**src/hw/rtl/strl_pkg.sv**
```systemverilog
// Shared types, constants and helpers for the string-to-long parser.
// No dependencies; used by every module of the block but the checker.
package strl_pkg;

    localparam int BASE_W = 5;
    localparam int POS_W  = 16;
    localparam int DIG_W  = 5;

    // Longest string the offset follows; the offset is clipped at the smaller
    // of this and what POS_W bits can hold.
    localparam longint MAX_STRING_LEN = 65535;
    localparam longint POS_FULL       = (longint'(1) << POS_W) - 1;
    localparam logic [POS_W-1:0] POS_CAP =
        POS_W'((MAX_STRING_LEN < POS_FULL) ? MAX_STRING_LEN : POS_FULL);
    localparam logic [POS_W-1:0] POS_ONE = POS_W'(1);

    localparam logic [BASE_W-1:0] BASE_AUTO  = BASE_W'(0);
    localparam logic [BASE_W-1:0] BASE_ONE   = BASE_W'(1);
    localparam logic [BASE_W-1:0] BASE_OCT   = BASE_W'(8);
    localparam logic [BASE_W-1:0] BASE_DEC   = BASE_W'(10);
    localparam logic [BASE_W-1:0] BASE_HEX   = BASE_W'(16);
    localparam logic [BASE_W-1:0] BASE_RESET = BASE_DEC;

    localparam logic [DIG_W-1:0] DIGIT_NONE = DIG_W'(16);

    localparam logic [7:0] CH_SPACE = 8'h20;
    localparam logic [7:0] CH_TAB   = 8'h09;
    localparam logic [7:0] CH_CR    = 8'h0D;
    localparam logic [7:0] CH_PLUS  = 8'h2B;
    localparam logic [7:0] CH_MINUS = 8'h2D;
    localparam logic [7:0] CH_ZERO  = 8'h30;
    localparam logic [7:0] CH_NINE  = 8'h39;
    localparam logic [7:0] CH_UA    = 8'h41;
    localparam logic [7:0] CH_UF    = 8'h46;
    localparam logic [7:0] CH_UX    = 8'h58;
    localparam logic [7:0] CH_LA    = 8'h61;
    localparam logic [7:0] CH_LF    = 8'h66;
    localparam logic [7:0] CH_LX    = 8'h78;

    localparam logic [63:0] LIMIT_POS     = 64'h7FFF_FFFF_FFFF_FFFF;
    localparam logic [63:0] LIMIT_NEG_MAG = 64'h8000_0000_0000_0000;

    // queue between front and back
    localparam int Q_PTR_W = 2;
    localparam int Q_DEPTH = 1 << Q_PTR_W;

    // classified character
    typedef struct packed {
        logic [DIG_W-1:0] digit;   // 0..15, DIGIT_NONE if not a hex digit
        logic             is_ws;
        logic             is_minus;
        logic             is_plus;
        logic             is_zero;
        logic             is_x;
        logic             last;
    } item_t;

    typedef struct packed {
        logic [63:0]      value;
        logic [POS_W-1:0] stop_offset;
        logic             saturated;
    } result_t;

    typedef enum logic [5:0] {
        PH_WS     = 6'b000001,
        PH_SIGN   = 6'b000010,
        PH_ZERO   = 6'b000100,
        PH_XSEEN  = 6'b001000,
        PH_DIGITS = 6'b010000,
        PH_DONE   = 6'b100000
    } phase_t;

    // base 1 behaves as decimal, anything above 16 as hex
    function automatic logic [BASE_W-1:0] norm_base(input logic [BASE_W-1:0] b);
        logic [BASE_W-1:0] r;
        if (b == BASE_ONE)
            r = BASE_DEC;
        else if (b > BASE_HEX)
            r = BASE_HEX;
        else
            r = b;
        return r;
    endfunction

endpackage

```
**src/hw/rtl/strl_front.sv**
```systemverilog
// Front end: classifies each incoming character byte.
// Depends on strl_pkg.
module strl_front (
    input  logic [7:0]    ch,
    input  logic          last,
    output strl_pkg::item_t item
);

    always_comb
    begin
        item          = '0;
        item.digit    = strl_pkg::DIGIT_NONE;
        item.last     = last;
        item.is_ws    = (ch == strl_pkg::CH_SPACE) ||
                        (ch inside {[strl_pkg::CH_TAB:strl_pkg::CH_CR]});
        item.is_minus = (ch == strl_pkg::CH_MINUS);
        item.is_plus  = (ch == strl_pkg::CH_PLUS);
        item.is_zero  = (ch == strl_pkg::CH_ZERO);
        item.is_x     = (ch == strl_pkg::CH_LX) || (ch == strl_pkg::CH_UX);
        if (ch inside {[strl_pkg::CH_ZERO:strl_pkg::CH_NINE]})
            item.digit = strl_pkg::DIG_W'(ch - strl_pkg::CH_ZERO);
        else if (ch inside {[strl_pkg::CH_LA:strl_pkg::CH_LF]})
            item.digit = strl_pkg::DIG_W'(ch - strl_pkg::CH_LA) + strl_pkg::DIG_W'(10);
        else if (ch inside {[strl_pkg::CH_UA:strl_pkg::CH_UF]})
            item.digit = strl_pkg::DIG_W'(ch - strl_pkg::CH_UA) + strl_pkg::DIG_W'(10);
    end

endmodule

```
**src/hw/rtl/strl_queue.sv**
```systemverilog
// Small FIFO of classified characters between front and back.
// Depends on strl_pkg.
module strl_queue (
    input  logic            clk,
    input  logic            rst_n,
    input  logic            push,
    input  strl_pkg::item_t push_item,
    output logic            full,
    input  logic            pop,
    output logic            not_empty,
    output strl_pkg::item_t head
);

    strl_pkg::item_t               mem_reg [strl_pkg::Q_DEPTH];
    logic [strl_pkg::Q_PTR_W-1:0]  wr_ptr_reg, wr_ptr_next;
    logic [strl_pkg::Q_PTR_W-1:0]  rd_ptr_reg, rd_ptr_next;
    logic [strl_pkg::Q_PTR_W:0]    count_reg, count_next;

    assign full      = (count_reg == (strl_pkg::Q_PTR_W + 1)'(strl_pkg::Q_DEPTH));
    assign not_empty = (count_reg != '0);
    assign head      = mem_reg[rd_ptr_reg];

    always_comb
    begin
        wr_ptr_next = push ? wr_ptr_reg + 1'b1 : wr_ptr_reg;
        rd_ptr_next = pop  ? rd_ptr_reg + 1'b1 : rd_ptr_reg;
        count_next  = count_reg;
        if (push && !pop)
            count_next = count_reg + 1'b1;
        else if (pop && !push)
            count_next = count_reg - 1'b1;
    end

    always_ff @(posedge clk or negedge rst_n)
    begin
        if (!rst_n)
        begin
            wr_ptr_reg <= '0;
            rd_ptr_reg <= '0;
            count_reg  <= '0;
        end
        else
        begin
            wr_ptr_reg <= wr_ptr_next;
            rd_ptr_reg <= rd_ptr_next;
            count_reg  <= count_next;
        end
    end

    always_ff @(posedge clk)
    begin
        if (push)
            mem_reg[wr_ptr_reg] <= push_item;
    end

endmodule

```
**src/hw/rtl/strl_back.sv**
```systemverilog
// Back end: per-string parse state, digit accumulation with clipping and
// the registered result stage. Depends on strl_pkg.
module strl_back (
    input  logic                          clk,
    input  logic                          rst_n,
    input  logic [strl_pkg::BASE_W-1:0]   number_base,
    input  logic                          q_valid,
    input  strl_pkg::item_t               q_item,
    output logic                          q_pop,
    output logic                          res_valid,
    input  logic                          res_ready,
    output strl_pkg::result_t             res
);

    strl_pkg::phase_t              phase_reg, phase_next;
    logic                          neg_reg, neg_next;
    logic [63:0]                   acc_reg, acc_next;
    logic [strl_pkg::POS_W-1:0]    pos_reg, pos_next;
    logic [strl_pkg::BASE_W-1:0]   base_reg, base_next;
    logic                          reported_reg, reported_next;
    logic                          clip_reg, clip_next;
    logic                          out_valid_reg;
    strl_pkg::result_t             out_reg, out_next;

    logic                          fresh;
    logic [strl_pkg::BASE_W-1:0]   base_cur;
    logic [strl_pkg::BASE_W-1:0]   dbase;
    logic                          dig_ok;
    logic [63:0]                   limit;
    logic [68:0]                   prod;
    logic                          ovf;
    logic [63:0]                   acc_dig;
    logic [strl_pkg::POS_W-1:0]    pos_inc;
    logic                          start;
    logic                          take;
    logic                          emit;
    logic                          conv;
    logic [strl_pkg::POS_W-1:0]    stop;
    logic [63:0]                   mag;

    // a new request may enter whenever the result stage is free or draining
    assign q_pop     = q_valid && (!out_valid_reg || res_ready);
    assign res_valid = out_valid_reg;
    assign res       = out_reg;

    always_comb
    begin
        fresh    = (pos_reg == '0) && (phase_reg == strl_pkg::PH_WS) && !reported_reg;
        base_cur = fresh ? strl_pkg::norm_base(number_base) : base_reg;
        // automatic base not yet resolved only when a number starts; it is decimal then
        dbase    = (base_cur == strl_pkg::BASE_AUTO) ? strl_pkg::BASE_DEC : base_cur;
        dig_ok   = (q_item.digit < dbase);
        limit    = neg_reg ? strl_pkg::LIMIT_NEG_MAG : strl_pkg::LIMIT_POS;
        prod     = 69'(acc_reg) * 69'(dbase) + 69'(q_item.digit);
        ovf      = (prod > 69'(limit));
        acc_dig  = ovf ? limit : prod[63:0];
        pos_inc  = (pos_reg < strl_pkg::POS_CAP) ? pos_reg + strl_pkg::POS_ONE
                                                 : strl_pkg::POS_CAP;

        phase_next    = phase_reg;
        neg_next      = neg_reg;
        acc_next      = acc_reg;
        base_next     = base_cur;
        clip_next     = clip_reg;
        reported_next = reported_reg;
        pos_next      = pos_inc;
        start         = 1'b0;
        take          = 1'b0;
        emit          = 1'b0;
        conv          = 1'b0;
        stop          = '0;

        case (phase_reg)
            strl_pkg::PH_WS:
            begin
                if (q_item.is_ws)
                begin
                    phase_next = strl_pkg::PH_WS;
                end
                else if (q_item.is_minus)
                begin
                    neg_next   = 1'b1;
                    phase_next = strl_pkg::PH_SIGN;
                end
                else if (q_item.is_plus)
                begin
                    phase_next = strl_pkg::PH_SIGN;
                end
                else
                begin
                    start = 1'b1;
                end
            end
            strl_pkg::PH_SIGN:
            begin
                start = 1'b1;
            end
            strl_pkg::PH_ZERO:
            begin
                if (q_item.is_x && (base_cur == strl_pkg::BASE_OCT ||
                                    base_cur == strl_pkg::BASE_HEX))
                begin
                    base_next  = strl_pkg::BASE_HEX;
                    phase_next = strl_pkg::PH_XSEEN;
                end
                else if (dig_ok)
                begin
                    take = 1'b1;
                end
                else
                begin
                    emit = 1'b1;
                    conv = 1'b1;
                    stop = pos_reg;
                end
            end
            strl_pkg::PH_XSEEN:
            begin
                if (dig_ok)
                begin
                    take = 1'b1;
                end
                else
                begin
                    // dangling prefix: stop just after the '0'
                    emit = 1'b1;
                    conv = 1'b1;
                    stop = (pos_reg != '0) ? pos_reg - strl_pkg::POS_ONE : '0;
                end
            end
            strl_pkg::PH_DIGITS:
            begin
                if (dig_ok)
                begin
                    take = 1'b1;
                end
                else
                begin
                    emit = 1'b1;
                    conv = 1'b1;
                    stop = pos_reg;
                end
            end
            default:
            begin
                phase_next = phase_reg;
            end
        endcase

        if (start)
        begin
            if (q_item.is_zero && (base_cur == strl_pkg::BASE_AUTO ||
                                   base_cur == strl_pkg::BASE_HEX))
            begin
                if (base_cur == strl_pkg::BASE_AUTO)
                    base_next = strl_pkg::BASE_OCT;
                phase_next = strl_pkg::PH_ZERO;
            end
            else
            begin
                base_next = dbase;
                if (dig_ok)
                    take = 1'b1;
                else
                    emit = 1'b1;
            end
        end

        if (take)
        begin
            acc_next   = acc_dig;
            clip_next  = clip_reg | ovf;
            phase_next = strl_pkg::PH_DIGITS;
        end

        if (emit)
        begin
            reported_next = 1'b1;
            phase_next    = strl_pkg::PH_DONE;
        end

        // end of string with no result yet
        if (q_item.last && !emit && !reported_reg)
        begin
            emit = 1'b1;
            if (phase_next == strl_pkg::PH_ZERO || phase_next == strl_pkg::PH_DIGITS)
            begin
                conv = 1'b1;
                stop = pos_inc;
            end
            else if (phase_next == strl_pkg::PH_XSEEN)
            begin
                conv = 1'b1;
                stop = (pos_inc != '0) ? pos_inc - strl_pkg::POS_ONE : '0;
            end
        end

        mag                  = conv ? acc_next : '0;
        out_next.value       = neg_next ? (64'd0 - mag) : mag;
        out_next.stop_offset = conv ? stop : '0;
        out_next.saturated   = conv & clip_next;

        if (q_item.last)
        begin
            phase_next    = strl_pkg::PH_WS;
            neg_next      = 1'b0;
            acc_next      = '0;
            pos_next      = '0;
            base_next     = strl_pkg::norm_base(number_base);
            reported_next = 1'b0;
            clip_next     = 1'b0;
        end
    end

    always_ff @(posedge clk or negedge rst_n)
    begin
        if (!rst_n)
        begin
            phase_reg     <= strl_pkg::PH_WS;
            neg_reg       <= 1'b0;
            acc_reg       <= '0;
            pos_reg       <= '0;
            base_reg      <= strl_pkg::BASE_RESET;
            reported_reg  <= 1'b0;
            clip_reg      <= 1'b0;
            out_valid_reg <= 1'b0;
        end
        else
        begin
            if (q_pop)
            begin
                phase_reg    <= phase_next;
                neg_reg      <= neg_next;
                acc_reg      <= acc_next;
                pos_reg      <= pos_next;
                base_reg     <= base_next;
                reported_reg <= reported_next;
                clip_reg     <= clip_next;
            end
            if (q_pop && emit)
                out_valid_reg <= 1'b1;
            else if (res_ready)
                out_valid_reg <= 1'b0;
        end
    end

    always_ff @(posedge clk)
    begin
        if (q_pop && emit)
            out_reg <= out_next;
    end

endmodule

```
**src/hw/rtl/string_to_long_parser.sv**
```systemverilog
// Top level of the streaming string-to-long parser: number base register,
// front classifier, queue and back end. Depends on strl_pkg and its submodules.
//
//  channel   direction  signals                         content
//  s_*       in         s_tvalid s_tready s_tdata s_tlast  one character, tlast on last
//  m_*       out        m_tvalid m_tready m_tdata       one result per string
//  cfg_*     in         cfg_wr_en cfg_wr_data           number base (0, 2..16)
//
// One character per cycle while m_tready allows; the back end does one
// multiply-by-base and add with a clip compare per cycle.
// A result is registered at the edge after the character that ends the parse is
// accepted, when the queue holds nothing older and the result stage is free.
// A four-entry queue lets input run on while the result stage is stalled.
// Reset clears all parse state and sets the number base to 10.
module string_to_long_parser (
    input  logic                         clk,
    input  logic                         rst_n,
    input  logic                         s_tvalid,
    output logic                         s_tready,
    input  logic [7:0]                   s_tdata,     // [7:0] ch
    input  logic                         s_tlast,
    output logic                         m_tvalid,
    input  logic                         m_tready,
    output logic [87:0]                  m_tdata,     // [63:0] value, [79:64] stop_offset,
                                                      // [80] saturated, [87:81] zero
    input  logic                         cfg_wr_en,
    input  logic [strl_pkg::BASE_W-1:0]  cfg_wr_data
);

    logic [strl_pkg::BASE_W-1:0] number_base_reg;
    strl_pkg::item_t             front_item;
    strl_pkg::item_t             q_head;
    strl_pkg::result_t           res;
    logic                        q_full;
    logic                        q_valid;
    logic                        q_pop;
    logic                        push;

    always_ff @(posedge clk or negedge rst_n)
    begin
        if (!rst_n)
            number_base_reg <= strl_pkg::BASE_RESET;
        else if (cfg_wr_en)
            number_base_reg <= cfg_wr_data;
    end

    assign s_tready = !q_full;
    assign push     = s_tvalid && !q_full;

    strl_front u_front (
        .ch   (s_tdata),
        .last (s_tlast),
        .item (front_item)
    );

    strl_queue u_queue (
        .clk       (clk),
        .rst_n     (rst_n),
        .push      (push),
        .push_item (front_item),
        .full      (q_full),
        .pop       (q_pop),
        .not_empty (q_valid),
        .head      (q_head)
    );

    strl_back u_back (
        .clk         (clk),
        .rst_n       (rst_n),
        .number_base (number_base_reg),
        .q_valid     (q_valid),
        .q_item      (q_head),
        .q_pop       (q_pop),
        .res_valid   (m_tvalid),
        .res_ready   (m_tready),
        .res         (res)
    );

    assign m_tdata = {7'd0, res.saturated, res.stop_offset, res.value};

endmodule

```
**config.mk**
```make
export PLATFORM = sky130hd
export DESIGN_NAME = string_to_long_parser
export DESIGN_NICKNAME = d
export VERILOG_FILES = /design/src/hw/rtl/strl_pkg.sv /design/src/hw/rtl/strl_front.sv /design/src/hw/rtl/strl_queue.sv /design/src/hw/rtl/strl_back.sv /design/src/hw/rtl/string_to_long_parser.sv
export SDC_FILE = /design/constraint.sdc
export NUM_CORES = 1
export LEC_CHECK = 0
export ABC_CLOCK_PERIOD_IN_PS = 10300
export BUFFER_PORTS_ARGS = -buffer_cell sky130_fd_sc_hd__buf_2
export CAP_MARGIN = 10
export CORE_MARGIN = 2
export CORE_UTILIZATION = 50
export CTS_CLUSTER_SIZE = 25
export DETAILED_ROUTE_END_ITERATION = 12
export HOLD_SLACK_MARGIN = 0.05
export PLACE_DENSITY = 0.74
export SLEW_MARGIN = 25
export SYNTH_ARGS = -nofsm -noshare
export SYNTH_HDL_FRONTEND = slang
export SYNTH_HIERARCHICAL = 1
export SYNTH_SLANG_ARGS = --single-unit
```
**constraint.sdc**
```tcl
create_clock -name clk -period 10.3 [get_ports clk]
set_clock_uncertainty 0.2 [all_clocks]
set_input_delay 2.06 -clock clk [delete_from_list [all_inputs] [get_ports clk]]
set_output_delay 2.06 -clock clk [all_outputs]
set_load 0.02 [all_outputs]
```
==> metrics.txt <==
Post-DP HPWL 74890 um; Via density 6.058; gpl congestion 1.060; ANT cells 0; vias 28370; Worst Path Class, Setup flop to flop; # clock sinks 232; H-tree depth 1; post-synthesis register bit count 232; row count 87; Hold Path Sink u_queue/count_reg[2]; fin crit share 101.4%; Yosys top cell area share 13.61%; crit end category flop; layout cells sized above 1 28.04%; first-pass GRT wire length 151600 um; Yosys cell types 124; worst r2r src u_back/pos_reg[0]; status finished, violations left; WL/cell 21.29 um; CP max stage delay 0.53 ns; CTS tree done; CTS Hold Bufs 0; Arr. time, crit path 10.67 ns; unrepaired setup endpoints after global routing yes; Slowest-stage cell, CP fa_1; DR DRC count 0; flop-to-flop setup slack -0.14 ns; total track usage 32.47%; crit start category flop; failing checks setup timing; Synth Flop Type edfxtp_1; dominant cells by area after synthesis fa_1 14%, edfxtp_1 13%, ha_1 9.6%; Final setup viols 19; DIE AREA 58420 um2; Period minus WS final 10.44 ns; final-report hold violation count 0; Pre-Repair DR Iteration Count 7; synthesized instance count 3307; Final WS setup -0.1408 ns; most common cell after layout, fill and taps aside buf_4; cell area after synthesis 28250 um2; max FFs per register 81; fmax 95.78 MHz; Initial Utilization 50.29%; worst-skew pair later-pin latency 0.61 ns; Worst Reg-to-Reg Cells 44; port bufs 101; grt ovf 0; syn_area_per_cell 8.542 um2; Hold WC Path Type flop to flop; initial antenna violation count 2; CP dominant cell by count buf_4; final slew viol count 0; core footprint 56170 um2; Yosys warning count 6; routed wire length 99720 um; vias in the first global route 27620; Worst Hold Launch u_queue/count_reg[2]; EDFF count, synth 125; Worst EP required 10.53 ns; Top-Level Pins 109; Max clock buf depth 3; Die Y 241.7 um; Synth async-reset ratio 46.12%; CP max FO 16; Synth-to-Final Area Change 29.06%; worst hold stages 1; largest net degree at the start of global routing 59; Die Width 241.7 um; max_cap viols 0; CTS clock-pin slew for the worst setup and hold paths 0.06 ns; commonest non-fill, non-tap cells in the layout 598 x buf_4, 333 x inv_1, 319 x nand2_1; actual slew at the worst max-slew pin 0.9208 ns; Inserted Clock Buffers 29; reg2reg end u_back/res[74]; DRT antenna net count 0; Nets 4332; Hold WS 0.2804 ns; initial DRC count 2988; CTS root buf clkbuf_16; Slew Limit Headroom 38.39%; Yosys top cell by area fa_1; post-synthesis sequential area ratio 22.79%
## worst max-delay path by stage
stage                 startpoint             end  slack, ns  cells after the start
2_1_floorplan  u_back/pos_reg[0]  u_back/res[43]       0.01                     47
3_3_place_gp   u_back/pos_reg[0]  u_back/res[80]      -0.50                     45
3_5_place_dp   u_back/pos_reg[0]  u_back/res[80]      -0.67                     45
4_1_cts        u_back/pos_reg[0]  u_back/res[72]       0.01                     49
5_1_grt        u_back/pos_reg[1]  u_back/res[74]      -0.47                     44
6_report       u_back/pos_reg[0]  u_back/res[74]      -0.14                     44
## routing by layer
| layer | GRT usage, % | vias to the layer above | share of wire (%) |
|---|---|---|---|
| met1 | 42.56 | 13680 | 39 |
| met4 | 15.16 | 2 | 6.2 |
| met3 | 4.395 | 367 | 9.5 |
| met5 | 0 | - | 0.012 |
| li1 | - | 12710 | - |
| met2 | 53.34 | 1609 | 45 |
## critical path: cells and delay by family, from the launching register on
kind / cells / cell delay [ns]
xor+xnor: 2 / 0.47
flops: 1 / 0.39
compound gates: 12 / 2.63
fa+ha+maj: 6 / 2.11
simple gates: 14 / 2.98
buf+inv: 10 / 1.48
## cells in the mapped netlist, types with 9 or more instances
| cell type | n |
|---|---|
| a211o_1 | 11 |
| a211oi_1 | 28 |
| a21o_1 | 46 |
| a21oi_1 | 204 |
| a22o_1 | 23 |
| a31oi_1 | 27 |
| and2_1 | 209 |
| and3_1 | 19 |
| buf_1 | 12 |
| buf_2 | 44 |
| buf_4 | 14 |
| buf_6 | 9 |
| clkbuf_1 | 99 |
| dfrtp_1 | 102 |
| edfxtp_1 | 125 |
| fa_1 | 192 |
| ha_1 | 217 |
| inv_1 | 339 |
| mux2_2 | 9 |
| nand2_1 | 332 |
| nand2b_1 | 31 |
| nand3_1 | 50 |
| nand4_1 | 46 |
| nor2_1 | 217 |
| nor2b_1 | 72 |
| nor3_1 | 71 |
| nor4_1 | 19 |
| o211ai_1 | 23 |
| o21a_1 | 12 |
| o21ai_0 | 187 |
| o21ai_1 | 22 |
| o21bai_1 | 11 |
| o22ai_1 | 23 |
| o31ai_1 | 27 |
| o41ai_1 | 13 |
| or2_2 | 11 |
| or3_1 | 37 |
| or4_1 | 14 |
| xnor2_1 | 86 |
| xor2_1 | 50 |
## final cells by class
cell class,instances,area [um2]
clock buffers,39,783.3
clock inverters,15,230.2
fillers,4568,19710
inverters,340,1277
multi-input cells,2562,21110
flip-flops and latches,232,6439
well taps,756,945.9
repair buffers,739,5678
## what timing repair did
action / in CTS / in global routing
setup endpoints to repair: 55 / 56
gates resized for setup: 63 / 212
setup buffers: 20 / 28
cloned: 0 / 8
pin swaps: 24 / 73
hold endpoints to repair: 0 / 0
## logic make-up (layout without fill, tap and decap cells)
| kind of cell | after synthesis | in the layout | synth area share [%] |
|---|---|---|---|
| multiplexers | 24 | 24 | 1.417 |
| flip-flops | 232 | 232 | 22.79 |
| AND/OR/NAND/NOR | 1194 | 1194 | 22.03 |
| buffers and inverters | 519 | 1133 | 7.521 |
| XOR/XNOR | 136 | 136 | 4.216 |
| other | 1 | 7 | 0.01327 |
| adder cells (fa/ha/maj) | 409 | 409 | 23.22 |
| AO/OA/AOI/OAI | 792 | 792 | 18.79 |
## through the flow
step                util (%)  setup TNS (ns)  instances  area (um2)  setup WS [ns]
global placement       59.66          -12.84       4575       33510        -0.4989
CTS                    62.29               0       4649       34990        0.01127
floorplan                  -               0       3313       28280        0.01277
detailed placement     59.66          -22.45       4575       33510        -0.6728
global route           64.91          -11.19       4683       36460        -0.4719
finish                 64.91          -1.483       4683       36460        -0.1408
Power is left out: the tool's default activity adds up to more than one toggle a clock period on the data nets, which glitch-free logic cannot reach.
